**src/hdl/cfs_pkg.sv**
```systemverilog
// Shared types and constants for the CSV field splitter.
`timescale 1ns / 1ps
package cfs_pkg;

   localparam logic [7:0] QUOTE_BYTE = 8'h22;
   localparam logic [7:0] COMMA_BYTE = 8'h2C;

   localparam logic [1:0] KIND_DATA      = 2'd0;
   localparam logic [1:0] KIND_FIELD_END = 2'd1;
   localparam logic [1:0] KIND_LINE_END  = 2'd2;

   // What an input item does once it has been decoded against the current flags.
   typedef enum logic [2:0] {
      ACT_NONE,
      ACT_LINE_END,
      ACT_FIELD_END,
      ACT_PUSH,
      ACT_OVERFLOW,
      ACT_FLUSH
   } action_type;

   // Source of the result loaded into the output register.
   typedef enum logic [1:0] {
      EMIT_CTRL,
      EMIT_HELD,
      EMIT_OVF,
      EMIT_CHAR
   } emit_sel_type;

   typedef struct packed {
      logic         accept;
      logic         emit;
      emit_sel_type emit_sel;
   } cmd_type;

   typedef struct packed {
      action_type action;
      logic       count_zero;
      logic       count_one;
      logic       slot_free;
   } status_type;

endpackage

```
**src/hdl/cfs_if.sv**
```systemverilog
// Valid/ready channel interfaces for the CSV field splitter input and result streams.
`timescale 1ns / 1ps
interface cfs_req_if;
   logic       valid;
   logic       ready;
   logic       op;
   logic [7:0] char_byte;

   modport source (output valid, output op, output char_byte, input ready);
   modport sink   (input valid, input op, input char_byte, output ready);
endinterface

interface cfs_rsp_if;
   logic       valid;
   logic       ready;
   logic [1:0] kind;
   logic [7:0] data_byte;
   logic       trim_overflow;
   logic       last_of_run;

   modport source (output valid, output kind, output data_byte, output trim_overflow,
                   output last_of_run, input ready);
   modport sink   (input valid, input kind, input data_byte, input trim_overflow,
                   input last_of_run, output ready);
endinterface

```
**src/hdl/cfs_datapath.sv**
```systemverilog
// Datapath of the CSV field splitter: parser flags, whitespace hold buffer, output register.
`timescale 1ns / 1ps
module cfs_datapath #(
   parameter int HELD_SPACE_DEPTH = 32
) (
   input  logic                clock,
   input  logic                reset,
   input  logic                req_op,
   input  logic [7:0]          req_char_byte,
   input  cfs_pkg::cmd_type    cmd,
   output cfs_pkg::status_type status,
   output logic                rsp_valid,
   input  logic                rsp_ready,
   output logic [1:0]          rsp_kind,
   output logic [7:0]          rsp_data_byte,
   output logic                rsp_trim_overflow,
   output logic                rsp_last_of_run
);
   import cfs_pkg::*;

   localparam int IW = (HELD_SPACE_DEPTH > 1) ? $clog2(HELD_SPACE_DEPTH) : 1;
   localparam int CW = $clog2(HELD_SPACE_DEPTH + 1);

   logic          quoted_ff, quoted_in;
   logic          pending_ff, pending_in;
   logic          started_ff, started_in;
   logic [CW-1:0] count_ff, count_in;
   logic [IW-1:0] head_ff, head_in;
   logic [7:0]    char_ff;
   logic          line_end_ff;
   logic [7:0]    rd_data_ff;
   logic [7:0]    held_mem [HELD_SPACE_DEPTH];

   logic          out_valid_ff;
   logic [1:0]    out_kind_ff;
   logic [7:0]    out_data_ff;
   logic          out_ovf_ff;
   logic          out_last_ff;

   logic          is_quote, is_comma, is_ws, quoted_eff;
   action_type    action;
   logic [IW-1:0] head_inc;
   logic [IW:0]   tail_sum;
   logic [IW-1:0] tail;
   logic          slot_free;

   assign is_quote = (req_char_byte == QUOTE_BYTE);
   assign is_comma = (req_char_byte == COMMA_BYTE);
   assign is_ws    = (req_char_byte == 8'd32) ||
                     ((req_char_byte >= 8'd9) && (req_char_byte <= 8'd13));
   // A pending quote that is not followed by a second quote closes the quoted section.
   assign quoted_eff = pending_ff ? 1'b0 : quoted_ff;

   always_comb begin
      action = ACT_NONE;
      if (req_op) begin
         action = ACT_LINE_END;
      end else if (pending_ff && is_quote) begin
         action = ACT_FLUSH;
      end else if (is_quote) begin
         action = ACT_NONE;
      end else if (is_comma && !quoted_eff) begin
         action = ACT_FIELD_END;
      end else if (!is_ws) begin
         action = ACT_FLUSH;
      end else if (!started_ff) begin
         action = ACT_NONE;
      end else if (count_ff < CW'(HELD_SPACE_DEPTH)) begin
         action = ACT_PUSH;
      end else begin
         action = ACT_OVERFLOW;
      end
   end

   assign head_inc = (head_ff == IW'(HELD_SPACE_DEPTH - 1)) ? '0 : head_ff + 1'b1;
   assign tail_sum = (IW + 1)'(head_ff) + (IW + 1)'(count_ff);
   assign tail     = (tail_sum >= (IW + 1)'(HELD_SPACE_DEPTH)) ?
                     IW'(tail_sum - (IW + 1)'(HELD_SPACE_DEPTH)) : IW'(tail_sum);

   assign slot_free = !out_valid_ff || rsp_ready;

   assign status.action     = action;
   assign status.count_zero = (count_ff == '0);
   assign status.count_one  = (count_ff == CW'(1));
   assign status.slot_free  = slot_free;

   always_comb begin
      quoted_in  = quoted_ff;
      pending_in = pending_ff;
      started_in = started_ff;
      count_in   = count_ff;
      head_in    = head_ff;
      if (cmd.accept) begin
         if (req_op) begin
            quoted_in  = 1'b0;
            pending_in = 1'b0;
         end else if (pending_ff && is_quote) begin
            pending_in = 1'b0;
         end else begin
            quoted_in  = quoted_eff;
            pending_in = 1'b0;
            if (is_quote) begin
               if (quoted_eff) begin
                  pending_in = 1'b1;
               end else begin
                  quoted_in = 1'b1;
               end
            end
         end
         case (action)
            ACT_LINE_END, ACT_FIELD_END: begin
               started_in = 1'b0;
               count_in   = '0;
               head_in    = '0;
            end
            ACT_PUSH:     count_in   = count_ff + 1'b1;
            ACT_OVERFLOW: head_in    = head_inc;
            ACT_FLUSH:    started_in = 1'b1;
            default:      ;
         endcase
      end else if (cmd.emit && (cmd.emit_sel == EMIT_HELD)) begin
         count_in = count_ff - 1'b1;
         head_in  = head_inc;
      end
   end

   always_ff @(posedge clock) begin
      if (reset) begin
         quoted_ff  <= 1'b0;
         pending_ff <= 1'b0;
         started_ff <= 1'b0;
         count_ff   <= '0;
         head_ff    <= '0;
      end else begin
         quoted_ff  <= quoted_in;
         pending_ff <= pending_in;
         started_ff <= started_in;
         count_ff   <= count_in;
         head_ff    <= head_in;
      end
   end

   // Hold buffer: a ring of whitespace bytes, one write and one registered read per cycle.
   always_ff @(posedge clock) begin
      if (cmd.accept && (action == ACT_PUSH)) begin
         held_mem[tail] <= req_char_byte;
      end else if (cmd.accept && (action == ACT_OVERFLOW)) begin
         held_mem[head_ff] <= req_char_byte;
      end
      if (cmd.accept) begin
         rd_data_ff <= held_mem[head_ff];
      end else if (cmd.emit && (cmd.emit_sel == EMIT_HELD)) begin
         rd_data_ff <= held_mem[head_inc];
      end
   end

   always_ff @(posedge clock) begin
      if (cmd.accept) begin
         char_ff     <= req_char_byte;
         line_end_ff <= req_op;
      end
   end

   always_ff @(posedge clock) begin
      if (reset) begin
         out_valid_ff <= 1'b0;
      end else if (cmd.emit) begin
         out_valid_ff <= 1'b1;
      end else if (rsp_ready) begin
         out_valid_ff <= 1'b0;
      end
   end

   always_ff @(posedge clock) begin
      if (cmd.emit) begin
         case (cmd.emit_sel)
            EMIT_CTRL: begin
               out_kind_ff <= line_end_ff ? KIND_LINE_END : KIND_FIELD_END;
               out_data_ff <= '0;
               out_ovf_ff  <= 1'b0;
               out_last_ff <= 1'b1;
            end
            EMIT_HELD: begin
               out_kind_ff <= KIND_DATA;
               out_data_ff <= rd_data_ff;
               out_ovf_ff  <= 1'b0;
               out_last_ff <= 1'b0;
            end
            EMIT_OVF: begin
               out_kind_ff <= KIND_DATA;
               out_data_ff <= rd_data_ff;
               out_ovf_ff  <= 1'b1;
               out_last_ff <= 1'b1;
            end
            default: begin
               out_kind_ff <= KIND_DATA;
               out_data_ff <= char_ff;
               out_ovf_ff  <= 1'b0;
               out_last_ff <= 1'b1;
            end
         endcase
      end
   end

   assign rsp_valid         = out_valid_ff;
   assign rsp_kind          = out_kind_ff;
   assign rsp_data_byte     = out_data_ff;
   assign rsp_trim_overflow = out_ovf_ff;
   assign rsp_last_of_run   = out_last_ff;

endmodule

```
**src/hdl/cfs_ctrl.sv**
```systemverilog
// Controller of the CSV field splitter: sequences item intake and result emission.
`timescale 1ns / 1ps
module cfs_ctrl (
   input  logic                clock,
   input  logic                reset,
   input  logic                req_valid,
   output logic                req_ready,
   input  cfs_pkg::status_type status,
   output cfs_pkg::cmd_type    cmd
);
   import cfs_pkg::*;

   typedef enum logic [2:0] {
      S_IDLE,
      S_CTRL,
      S_HELD,
      S_OVF,
      S_CHAR
   } state_type;

   state_type state_ff, state_in;
   logic      accept;

   assign req_ready = (state_ff == S_IDLE);
   assign accept    = req_valid && req_ready;

   always_comb begin
      state_in     = state_ff;
      cmd.accept   = accept;
      cmd.emit     = 1'b0;
      cmd.emit_sel = EMIT_CTRL;
      case (state_ff)
         S_IDLE: begin
            if (accept) begin
               case (status.action)
                  ACT_LINE_END, ACT_FIELD_END: state_in = S_CTRL;
                  ACT_OVERFLOW:                state_in = S_OVF;
                  ACT_FLUSH:                   state_in = status.count_zero ? S_CHAR : S_HELD;
                  default:                     state_in = S_IDLE;
               endcase
            end
         end
         S_CTRL: begin
            cmd.emit_sel = EMIT_CTRL;
            if (status.slot_free) begin
               cmd.emit = 1'b1;
               state_in = S_IDLE;
            end
         end
         S_HELD: begin
            cmd.emit_sel = EMIT_HELD;
            if (status.slot_free) begin
               cmd.emit = 1'b1;
               if (status.count_one) begin
                  state_in = S_CHAR;
               end
            end
         end
         S_OVF: begin
            cmd.emit_sel = EMIT_OVF;
            if (status.slot_free) begin
               cmd.emit = 1'b1;
               state_in = S_IDLE;
            end
         end
         S_CHAR: begin
            cmd.emit_sel = EMIT_CHAR;
            if (status.slot_free) begin
               cmd.emit = 1'b1;
               state_in = S_IDLE;
            end
         end
         default: state_in = S_IDLE;
      endcase
   end

   always_ff @(posedge clock) begin
      if (reset) begin
         state_ff <= S_IDLE;
      end else begin
         state_ff <= state_in;
      end
   end

endmodule

```
**src/hdl/csv_field_splitter_top.sv**
```systemverilog
// CSV field splitter top level: quoted-field tokenizer with per-field whitespace trimming.
// Each result is registered: the transfer of the item that causes it moves the controller
// to an emit state, which loads the result into the output register once that is free.
// The block takes no new item until every result of the last one is loaded. Held bytes
// leave by the hold buffer's single read port, one per cycle while the output is free.
// Reset (synchronous, active high) clears the parser flags, hold count, controller and output.
`timescale 1ns / 1ps
module csv_field_splitter_top #(
   parameter int HELD_SPACE_DEPTH = 32
) (
   input logic    clock,
   input logic    reset,
   cfs_req_if.sink   req_if,
   cfs_rsp_if.source rsp_if
);
   import cfs_pkg::*;

   // The controller and the datapath talk only through these two bundles.
   cmd_type    cmd;
   status_type status;

   // The controller takes one item at a time. An item is accepted only while nothing of
   // the previous item is left to send, apart from a result that still waits in the
   // output register; that register keeps the result stream independent of the input.
   cfs_ctrl u_ctrl (
      .clock     (clock),
      .reset     (reset),
      .req_valid (req_if.valid),
      .req_ready (req_if.ready),
      .status    (status),
      .cmd       (cmd)
   );

   // The datapath decodes the presented byte against the quote and field flags, keeps
   // interior whitespace in a ring buffer until a later content byte releases it, and
   // holds the output register. Held bytes are discarded at a field or line end.
   cfs_datapath #(
      .HELD_SPACE_DEPTH (HELD_SPACE_DEPTH)
   ) u_datapath (
      .clock             (clock),
      .reset             (reset),
      .req_op            (req_if.op),
      .req_char_byte     (req_if.char_byte),
      .cmd               (cmd),
      .status            (status),
      .rsp_valid         (rsp_if.valid),
      .rsp_ready         (rsp_if.ready),
      .rsp_kind          (rsp_if.kind),
      .rsp_data_byte     (rsp_if.data_byte),
      .rsp_trim_overflow (rsp_if.trim_overflow),
      .rsp_last_of_run   (rsp_if.last_of_run)
   );

endmodule
```
**src/flat_wrapper.sv**
```systemverilog
// flat-port wrapper written by rule: the top's interface ports become plain ports
module csv_field_splitter_top_flat import cfs_pkg::*;
#(
   parameter int HELD_SPACE_DEPTH = 32
)
  (clock, reset, req_if_valid, req_if_op, req_if_char_byte, req_if_ready, rsp_if_valid, rsp_if_kind, rsp_if_data_byte, rsp_if_trim_overflow, rsp_if_last_of_run, rsp_if_ready);
  cfs_req_if req_if_i ();
  cfs_rsp_if rsp_if_i ();
  input logic clock;
  input logic reset;
  input wire logic [$bits(req_if_i.valid)-1:0] req_if_valid;
  input wire logic [$bits(req_if_i.op)-1:0] req_if_op;
  input wire logic [$bits(req_if_i.char_byte)-1:0] req_if_char_byte;
  output wire logic [$bits(req_if_i.ready)-1:0] req_if_ready;
  output wire logic [$bits(rsp_if_i.valid)-1:0] rsp_if_valid;
  output wire logic [$bits(rsp_if_i.kind)-1:0] rsp_if_kind;
  output wire logic [$bits(rsp_if_i.data_byte)-1:0] rsp_if_data_byte;
  output wire logic [$bits(rsp_if_i.trim_overflow)-1:0] rsp_if_trim_overflow;
  output wire logic [$bits(rsp_if_i.last_of_run)-1:0] rsp_if_last_of_run;
  input wire logic [$bits(rsp_if_i.ready)-1:0] rsp_if_ready;
  assign req_if_i.valid = req_if_valid;
  assign req_if_i.op = req_if_op;
  assign req_if_i.char_byte = req_if_char_byte;
  assign req_if_ready = req_if_i.ready;
  assign rsp_if_valid = rsp_if_i.valid;
  assign rsp_if_kind = rsp_if_i.kind;
  assign rsp_if_data_byte = rsp_if_i.data_byte;
  assign rsp_if_trim_overflow = rsp_if_i.trim_overflow;
  assign rsp_if_last_of_run = rsp_if_i.last_of_run;
  assign rsp_if_i.ready = rsp_if_ready;
  csv_field_splitter_top #(.HELD_SPACE_DEPTH(HELD_SPACE_DEPTH)) u_core (.clock(clock), .reset(reset), .req_if(req_if_i), .rsp_if(rsp_if_i));
endmodule
```
**config.mk**
```make
export PLATFORM = sky130hd
export DESIGN_NAME = csv_field_splitter_top_flat
export DESIGN_NICKNAME = d
export VERILOG_FILES = /design/src/hdl/cfs_pkg.sv /design/src/hdl/cfs_if.sv /design/src/hdl/cfs_datapath.sv /design/src/hdl/cfs_ctrl.sv /design/src/hdl/csv_field_splitter_top.sv /design/src/flat_wrapper.sv
export SDC_FILE = /design/constraint.sdc
export NUM_CORES = 1
export LEC_CHECK = 0
export BUFFER_PORTS_ARGS = -buffer_cell sky130_fd_sc_hd__buf_4
export CAP_MARGIN = 30
export CORE_ASPECT_RATIO = 1.25
export CORE_MARGIN = 1.5
export CORE_UTILIZATION = 40
export CTS_CLUSTER_DIAMETER = 60
export CTS_CLUSTER_SIZE = 8
export DETAILED_ROUTE_END_ITERATION = 10
export PLACE_DENSITY = 0.51
export SKIP_CTS_REPAIR_TIMING = 1
export SLEW_MARGIN = 5
export SYNTH_ARGS = -nofsm -noshare
export SYNTH_HDL_FRONTEND = slang
export SYNTH_SLANG_ARGS = --single-unit
```
**constraint.sdc**
```tcl
create_clock -name clock -period 4.6 [get_ports clock]
set_input_delay 0 -clock clock [delete_from_list [all_inputs] [get_ports clock]]
set_output_delay 0 -clock clock [all_outputs]
set_load 0.02 [all_outputs]
```
==> results.md, run 1 <==
* Max-slew headroom at 0.3740
* Final cell count without fillers at about 1600
* Final Wtd Congestion at 0.8813
* Worst r2r src: u_core.u_datapath.head_ff[1]
* Minimum hold slack at 0.1132 ns
* Final nets at around 1100
* Max_cap viols at 0
* RSZ-0062 raised after global routing: false
* Overall routing resource usage at 0.2476
* Hold depth at 2
* # placed instances at 1490
* Setup violators final at 0
* Largest net degree at the start of global routing at 58
* Crit path required time at 4.84 ns
* Asr flop ratio synth at 0
* Final Cycle Share at 0.7994
* Critical path fanouts, max at 34
* Final WL at around 47000 microns
* PD cells at 474.1 mW/mm^2
* Synth Net Count at approximately 1000
* Clock sink count at 308
* Min Clock Period, post-route at 3.677 ns
* Drt wl/cell at 30.36 microns
* Skew final at 0.02788 ns
* FF/Latch Area at 0.009025 sq mm
* Hold endpoint: u_core.u_datapath.held_mem[24][6]
* HP Start: req_if_char_byte[6]
* R2R Path End: u_core.u_datapath.rd_data_ff[5]
* Worst Setup Start Kind: primary input
* Core Rows at 79
* Area contributors post-synth: edfxtp_1, mux4_2, dfxtp_1
* Synth warnings at 0
* Status: finished, final reports clean
* Boundary Pins at 27
* Vias in the first global route at 9799
* Post-placement setup slack at 0.9778 ns
* DP HPWL at 31070 microns
* Synth area leader: edfxtp_1
* Routed vias at ~9800
* Cell area after synthesis at 0.01510 sq mm
* Via density at 6.291
* CP delay by family, top: simple AND/OR/NAND/NOR gates
* CTS tree: done
* Fraction of layout instances using a drive strength above 1 at 0.2642
* Most frequent cells in the layout: edfxtp_1, mux4_2, buf_4
* Clk root buf: clkbuf_16
* Fin. Hold Viols at 0
* Fillers at 3194
* H-Tree Level Count at 2
* Die ar. at 0.03894 sq mm
* Worst Tran Pin Value at 0.9371 ns
* Leak pwr at roughly 5.5 nW
* FF-to-FF setup slack at 1.00 ns
* DR pass1 iterations at 5
* Max VDD drop at 265.2 uV
* Initial Utilization at 0.4053
* TritonCTS Buffers at 44
* Endpoint class of the critical path: flip-flop
* Total grt overflow at 0
* Main synth FF type: edfxtp_1
* Crit path DAT at between 3 and 4 ns
* DRC Markers at 0
* Synth Register Bits at approximately 310
* Crit path buf inv count at 3
* Clock-pin slew on the worst setup and hold paths at 0.06 ns
* Cell Chain, Critical Path: dlygate4sd3_1 > buf_4 > or3_1 > a2111oi_0 > a32oi_1 > nand2b_1 > nor2_1 > nand3_1 > a21oi_1 > buf_4
* Core ar. at 0.03726 sq mm
* Clk Latency, worst-skew pair at 0.56 ns
* Die H at 220.2 microns
* Detail Route Antenna Nets at 0
* Slowest cell delay on critical path at 0.55 ns
* Post-synth EDFFs at 285
* Global-route wire length before repair at 68720 microns
* Iteration-0 DRC Markers at 996
* Setup_tns at 0 ns
* Worst Reg-to-Reg Cells at 11
* Max clock buf depth at 3
* Area growth from synthesis to layout at 15.93%
* Die span in x at 176.8 microns
* Path type of the worst setup path: primary input to flip-flop
* Final worst slack at 0.9227 ns
* Multi-input logic area at 0.005761 sq mm
* Sequential-to-total area share from yosys stat at 0.5972
* Fmax at 0.2719 GHz
* Synth Instances at 991
* Area share of the largest cell type after synthesis at 0.5667
* Slowest CP cell: nand3_1
* Hold WC Path Type: primary input to flip-flop
* Avg Synthesized Cell Area at 15.24 sq um
* Most used cell, CP: buf_4
* Commonest non-fill, non-tap cell in the layout: edfxtp_1
* Synth cell types at 72
* Antenna violations before repair at 0
* Port Buffers at 26
* Max Slew Vio Count at 0
-- metrics by stage --
stage	utilization	power, mW	cell area (sq um)
after detailed placement	0.4338	5.432	16160
after floorplan	-	4.668	15100
after global routing	0.4698	8.592	17510
after global placement	0.4323	5.428	16110
final	0.4698	8.301	17510
after CTS	0.4662	8.354	17370
-- worst reg2reg max path, cell delays in order (launching register included) --
cell and delay, ns:
dfxtp_1 0.43, ha_1 0.34, and3_1 0.22, ha_1 0.21, buf_4 0.22, nor2_2 0.34
buf_4 0.37, mux4_2 0.59, a22oi_1 0.32, o21ai_0 0.14, nand2_1 0.09, a31oi_1 0.07
-- layout make-up --
class,count,share of cell area
diodes,1,0.0001429
flip-flops and latches,308,0.5155
multi-input cells,595,0.3290
clock inverters,3,0.002859
well taps,486,0.03473
inverters,15,0.003216
repair buffers,99,0.04838
clock buffers,51,0.06618
-- sequential cells by signal, indices dropped and copies added, names as in the netlist, named ones only --
name / count
u_core.u_datapath.char_ff: 8
u_core.u_datapath.rd_data_ff: 8
u_core.u_datapath.rsp_kind: 2
u_core.u_datapath.held_mem: 256
u_core.u_datapath.rsp_last_of_run: 1
u_core.u_datapath.head_ff: 5
u_core.u_datapath.rsp_trim_overflow: 1
u_core.u_datapath.count_ff: 6
u_core.u_datapath.rsp_valid: 1
u_core.u_datapath.rsp_data_byte: 8
u_core.u_datapath.line_end_ff: 1
u_core.u_datapath.started_ff: 1
u_core.u_datapath.pending_ff: 1
u_core.u_ctrl.state_ff: 3
u_core.u_datapath.quoted_ff: 1
-- logic make-up (layout without fill, tap and decap cells) --
group,Yosys count,after routing,synth area share
simple gates,197,197,0.06877
compound gates,231,231,0.1015
buf+inv,88,168,0.02361
mux,148,148,0.1949
xor+xnor,9,9,0.005219
other cells,0,1,0
fa+ha+maj,10,10,0.008782
flops,308,308,0.5972
-- how the worst max path moves through the flow --
stage	startpoint	end	slack [ns]	cells past startpoint
final	req_if_char_byte[4]	u_core.u_datapath.held_mem[29][4]	0.92	10
after CTS	u_core.u_datapath.head_ff[1]	u_core.u_datapath.rd_data_ff[5]	0.97	11
after global placement	u_core.u_datapath.head_ff[1]	u_core.u_datapath.rd_data_ff[5]	0.93	11
after floorplan	u_core.u_ctrl.state_ff[1]	u_core.u_datapath.held_mem[23][0]	1.26	9
after detailed placement	u_core.u_datapath.head_ff[1]	u_core.u_datapath.rd_data_ff[5]	0.98	11
after global routing	u_core.u_datapath.head_ff[2]	u_core.u_datapath.rd_data_ff[7]	0.76	9
-- per-layer routing --
metal | vias to the layer above | track usage | routed length [microns]
met5 | - | 0 | 0
met4 | 0 | 0.08842 | 1594
li1 | 4200 | - | -
met1 | 5119 | 0.3103 | 18340
met2 | 395 | 0.4412 | 24710
met3 | 87 | 0.02973 | 2658
-- cell usage after synthesis, drive strengths merged, types with 3 or more instances --
library cell  instances
a32oi                 3
dfxtp                23
a31oi                13
mux4                116
o21ai                41
a211oi               19
o211ai                4
a41oi                 3
mux2i                23
a21oi                58
edfxtp              285
and3                  7
a21o                  4
xor2                  5
nor2                 35
a22o                  6
ha                    9
a2111oi               3
or3                   3
o22ai                24
nand2                76
a311oi                3
and2                  3
a21boi                9
clkbuf               47
nor3                 15
buf                  26
nor3b                 5
nand2b                6
nor2b                20
xnor2                 4
mux2                  9
o21a                  3
a22oi                 5
nand3                10
o221ai               20
inv                  15
nor4                  5
-- power breakdown --
part           switching, mW  internal (mW)
sequential             0.179           3.22
clock                   1.17           1.75
combinational           1.14          0.840
total                   2.49           5.81
No activity file was read; power rests on OpenSTA's default activity.
==> run 2, diff against run 1 <==
Settings changed: PLACE_DENSITY 0.51 to 0.53.
Clock period 4.6 ns to 3.1 ns, I/O delays scaled along.
==> run 2 against run 1 <==
  * Routed wire length decreased by 0.74%
  * Sequential share of layout area decreased by 1.3 points
  * Critical path type is now flip-flop to flip-flop
  * Cell count increased by 3.3%
  * Via count increased by 1.8%
  * Flip-flop and latch count unchanged
  * Sequential power increased by 44%
  * Highest routed layer unchanged
  * Die area unchanged
  * Hold slack got worse by 0.067 ns
==> results.md, run 2 (synthesized netlist as in run 1, its figures left out) <==
* Initial Utilization at 0.4053
* Die H at 220.2 microns
* Clk root buf: clkbuf_16
* Setup_tns at 0 ns
* Sw Ratio at 0.2908
* Fillers at 3190
* Drt wl/cell at 29.18 microns
* Met1 Track Usage GR at 0.3123
* Routed vias at approximately 10000
* GRT busiest layer: met2
* Largest net degree at the start of global routing at 65
* Final Wtd Congestion at 0.9241
* Worst Reg-to-Reg Cells at 10
* Core Rows at 79
* Detail Route Antenna Nets at 0
* Max reg flops at between 200 and 300
* FF-to-FF setup slack at 0.07 ns
* Skew final at ~0.030 ns
* Met3 Track Usage GR at 0.03162
* Overall routing resource usage at 0.2458
* TritonCTS Buffers at 45
* CTS tree: done
* Iteration-0 DRC Markers at 909
* DR pass1 iterations at 4
* Worst Setup Start Kind: flip-flop
* Min Clock Period, post-route at a little over 3 ns
* Fin. Hold Viols at 0
* Clk pwr share at 0.355
* Max VDD drop at 336.2 uV
* HP Start: req_if_char_byte[7]
* Crit path DAT at 3.29 ns
* Via density at between 6 and 7
* Max-slew headroom at 0.3862
* Total power draw at ~13 mW
* Final WL at around 47000 microns
* Most frequent cells in the layout: edfxtp_1, buf_4, mux4_2
* # placed instances at between 1500 and 2000
* Max clock buf depth at 3
* Core ar. at 0.03726 sq mm
* Vias in the first global route at a little over 10000
* Met2 Use GR at 0.4243
* R2R Path End: u_core.u_datapath.rd_data_ff[2]
* Final nets at 1134
* Setup violators final at 0
* Fmax at between 0.3 and 0.4 GHz
* DRC Markers at 0
* Final Core Density at 0.4819
* Final cell count without fillers at 1609
* Leak pwr at about 5.8 nW
* Crit path required time at 3.37 ns
* Global-route wire length before repair at 68790 microns
* Internal at 8.937 mW
* Antenna violations before repair at 1
* Max Slew Vio Count at 0
* Hold depth at 2
* Die span in x at 176.8 microns
* Area growth from synthesis to layout at 18.90%
* Total net switching power at approximately 3.7 mW
* Logic pwr share at 0.256
* Endpoint class of the critical path: flip-flop
* RSZ-0062 raised after global routing: false
* Largest Register: u_core.u_datapath.held_mem
* Clock sink count at 308
* Commonest non-fill, non-tap cell in the layout: edfxtp_1
* Clk Latency, worst-skew pair at 0.55 ns
* Boundary Pins at 27
* Sequential share of power at 0.389
* DP HPWL at around 32000 microns
* Critical path fanouts, max at 31
* Die ar. at about 0.039 sq mm
* Worst r2r src: u_core.u_datapath.head_ff[0]
* Fraction of layout instances using a drive strength above 1 at 0.3001
* Max_cap viols at 0
* Hold WC Path Type: primary input to flip-flop
* Port Buffers at 26
* Hold endpoint: u_core.u_datapath.held_mem[17][7]
* Path type of the worst setup path: flip-flop to flip-flop
* Final Cycle Share at 0.9760
* Status: finished, final reports clean
* PD cells at 701.8 mW/mm^2
* N_diodes at 0
* Total grt overflow at 0
* H-Tree Level Count at 2
* Clock-pin slew on the worst setup and hold paths at 0.05 ns
* Worst Tran Pin Value at 0.9173 ns
==> run 2: cell count changes in the layout (fill, tap and decap cells not counted), moves of 2 or more <==
cell,before,now
buf_4,81,127
buf_12,3,9
clkbuf_1,5,9
clkbuf_16,45,48
buf_8,2,0
==> run 2: worst max-delay path, cell delays in order (launching register included) <==
cell and delay [ns]:
dfxtp_2 0.33, ha_1 0.21, and3_1 0.18, ha_1 0.26
nor2_4 0.20, buf_12 0.25, mux4_2 0.53, a22oi_1 0.41
o21ai_0 0.16, nand2_1 0.09, a31oi_1 0.08
==> run 2: per-layer routing <==
layer / up-vias / part of all wire
met5: - / 0
met4: 0 / 0.042
met3: 88 / 0.052
met2: 400 / 0.51
met1: 5192 / 0.40
li1: 4297 / -
==> run 2: metrics by stage <==
step	setup slack, ns	cell area (sq um)	hold WS [ns]
2_1_floorplan	0.007300	15110	0.09887
3_3_place_gp	0.1153	16570	0.2693
3_5_place_dp	0.09307	16580	0.2691
4_1_cts	0.06334	17830	-0.3038
5_1_grt	0.002060	17960	0.05894
6_report	0.07440	17960	0.04621
==> run 2: layout make-up <==
cell class	count	area (sq um)	share of cell area
Clock inverter	2	17.52	0.0009755
Clock buffer	57	1235	0.06878
Inverter	15	56.30	0.003136
Sequential cell	308	9025	0.5026
Tap cell	486	608.1	0.03387
Timing Repair Buffer	146	1234	0.06871
Multi-Input combinational cell	595	5781	0.3219
==> run 2: power by group through the flow <==
| stage | sequential [mW] | combinational [mW] | clock [mW] |
|---|---|---|---|
| 3_5_place_dp | 4.98 | 3.20 | 0 |
| 3_3_place_gp | 4.98 | 3.20 | 0 |
| 5_1_grt | 4.92 | 3.46 | 4.69 |
| 2_1_floorplan | 5.00 | 1.93 | 0 |
| 4_1_cts | 4.90 | 3.22 | 4.53 |
| 6_report | 4.90 | 3.23 | 4.47 |
==> run 2: worst max path at each step <==
| stage | from | end | slack [ns] | cells past startpoint |
|---|---|---|---|---|
| 2_1_floorplan | u_core.u_datapath.head_ff[1] | u_core.u_datapath.rd_data_ff[0] | 0.007 | 10 |
| 3_3_place_gp | u_core.u_datapath.head_ff[0] | u_core.u_datapath.rd_data_ff[2] | 0.12 | 10 |
| 3_5_place_dp | u_core.u_datapath.head_ff[0] | u_core.u_datapath.rd_data_ff[2] | 0.09 | 10 |
| 4_1_cts | u_core.u_datapath.head_ff[0] | u_core.u_datapath.rd_data_ff[2] | 0.06 | 10 |
| 5_1_grt | u_core.u_datapath.head_ff[0] | u_core.u_datapath.rd_data_ff[2] | 0.002 | 10 |
| 6_report | u_core.u_datapath.head_ff[0] | u_core.u_datapath.rd_data_ff[2] | 0.07 | 10 |
==> run 3, diff against run 2 <==
Settings changed: CORE_MARGIN 1.5 to unset, CORE_UTILIZATION 40 to 32, PLACE_DENSITY 0.53 to 0.44.
==> run 3 against run 2 <==
  * Sequential power about the same
  * Via count shrank 0.34%
  * Critical path depth did not move
  * Final area grew 1.5%
  * Combinational power is 5% higher
  * Hold slack worse by 0.0091 ns
  * Power up 1.1%
  * Routed wire length rose by 7.6%
  * Flip-flop and latch count stayed put
  * Sequential share of layout area is 0.74 points lower
  * Clock skew grew 0.0024 ns
  * Critical endpoint is now u_core.u_datapath.rd_data_ff[6]
  * Largest power group unchanged
  * Highest routed layer unchanged
==> results.md, run 3 (synthesized netlist as in run 1, its figures left out) <==
* Hold WC Path Type: primary input to flip-flop
* Crit path required time at 3.39 ns
* Commonest non-fill, non-tap cell in the layout: edfxtp_1
* Vias in the first global route at between 10000 and 15000
* Via density at roughly 5.7
* Die H at 244.9 microns
* Slowest CP cell: mux4_2
* Max Slew Vio Count at 0
* Iteration-0 DRC Markers at 940
* Total grt overflow at 0
* Slowest cell delay on critical path at 0.57 ns
* Max_cap viols at 0
* Multi-input logic area at 0.005784 sq mm
* Final nets at 1142
* Overall routing resource usage at 0.2107
* Largest Register: u_core.u_datapath.held_mem
* Leak pwr at 5.840 nW
* H-Tree Level Count at 2
* HP Start: req_if_char_byte[3]
* DP Area at 0.01686 sq mm
* Core Rows at 88
* Core ar. at around 0.046 sq mm
* Most frequent cells in the layout: edfxtp_1, buf_4, mux4_2
* Final cell count without fillers at 1759
* Final Core Density at 0.3934
* Sequential share of power at 0.387
* Drt wl/cell at approximately 29 microns
* Routed vias at 9943
* Endpoint class of the critical path: flip-flop
* Die ar. at 0.04807 sq mm
* Fin area at 0.01823 sq mm
* Max-slew headroom at 0.3489
* Logic pwr share at 0.266
* CTS tree: done
* Min Clock Period, post-route at 3.032 ns
* Worst Tran Pin Value at 0.9748 ns
* Port Buffers at 26
* FF-to-FF setup slack at roughly 0.068 ns
* Setup violators final at 0
* Final WL at 50500 microns
* Crit path DAT at around 3.3 ns
* # placed instances at 1692
* Clk pwr share at 0.347
* Area growth from synthesis to layout at 20.74%
* Total net switching power at 3.867 mW
* Clock sink count at 308
* PD cells at 698.7 mW/mm^2
* Fin. Hold Viols at 0
* Sw Ratio at 0.3035
* Boundary Pins at 27
* Wire length on met2 at 25320 microns
* DRT met1 WL at 20060 microns
* Worst r2r src: u_core.u_datapath.head_ff[0]
* Largest net degree at the start of global routing at 43
* Fmax at roughly 0.33 GHz
* Skew final at 0.03192 ns
* Internal at around 8.9 mW
* Antenna violations before repair at 0
* Critical path fanouts, max at 8
* Crit path from: u_core.u_datapath.head_ff[0]
* Final Wtd Congestion at approximately 0.86
* Die span in x at between 150 and 200 microns
* DRC Markers at 0
* Fraction of layout instances using a drive strength above 1 at 0.3118
* Clock-pin slew on the worst setup and hold paths at 0.05 ns
* FF/Latch Area at 0.009030 sq mm
* Max VDD drop at 404.6 uV
* Top layer reached by signal wires: met4
* Total power draw at ~13 mW
* Final Cycle Share at 0.9780
* Clk root buf: clkbuf_16
* Worst Setup Start Kind: flip-flop
* N_diodes at 0
* Detail Route Antenna Nets at 0
* Initial Utilization at 0.3258
* Status: finished, final reports clean
* Global-route wire length before repair at 72430 microns
* TritonCTS Buffers at 45
* Clk Latency, worst-skew pair at 0.59 ns
* Fillers at 4276
* Met3 routed WL at 2804 microns
* Minimum hold slack at roughly 0.037 ns
* Crit path buf inv count at 2
* Max reg flops at approximately 260
* DP HPWL at 34280 microns
* DR pass1 iterations at 5
* Cell Chain, Critical Path: ha_1 > and3_1 > ha_2 > nor2_4 > buf_4 > buf_12 > mux4_2 > mux4_2 > nand2_1 > a31oi_1
* Most used cell, CP: mux4_2
* Max clock buf depth at 3
* CP delay by family, top: multiplexers
* Path type of the worst setup path: flip-flop to flip-flop
## run 3: cell type report
type,count,area share
inverter,15,0.003088
sequential,308,0.4952
clock inverter,7,0.004598
clock buffer,50,0.06279
multi-input combinational,595,0.3172
tap,630,0.04323
timing repair buffer,154,0.07384
## run 3: worst reg2reg max path, stage by stage (launching register included)
cell and delay (ns):
dfxtp_4 0.37, ha_1 0.22, and3_1 0.19, ha_2 0.22, nor2_4 0.20, buf_4 0.16, buf_12 0.16, mux4_2 0.59
mux4_2 0.48, nand2_1 0.09, a31oi_1 0.08
## run 3: worst paths after layout
check,endpoint,cells after the start
worst max register to register,u_core.u_datapath.rd_data_ff[6],10
worst max-delay path,u_core.u_datapath.rd_data_ff[6],10
worst min register to register,u_core.u_datapath.count_ff[5],2
worst min-delay path,u_core.u_datapath.held_mem[21][3],2
## run 3: per-layer routing
metal,GRT usage,vias to the layer above
met5,0,-
met4,0.09674,0
met3,0.03298,104
met2,0.3624,370
met1,0.2594,5153
li1,-,4316
## run 3: through the flow
stage	TNS, ns	worst slack [ns]
3_5_place_dp	-0.9101	-0.05096
2_1_floorplan	0	0.007300
6_report	0	0.06829
3_3_place_gp	-0.9640	-0.06405
4_1_cts	0	0.04795
5_1_grt	-0.03556	-0.01549
## run 3: power by group through the flow
stage | combinational, mW | sequential (mW) | clock, mW
after detailed placement | 3.30 | 5.00 | 0
after global placement | 3.31 | 5.00 | 0
after floorplan | 1.93 | 5.00 | 0
final | 3.39 | 4.93 | 4.42
after CTS | 3.31 | 4.93 | 4.51
after global routing | 3.61 | 4.94 | 4.66
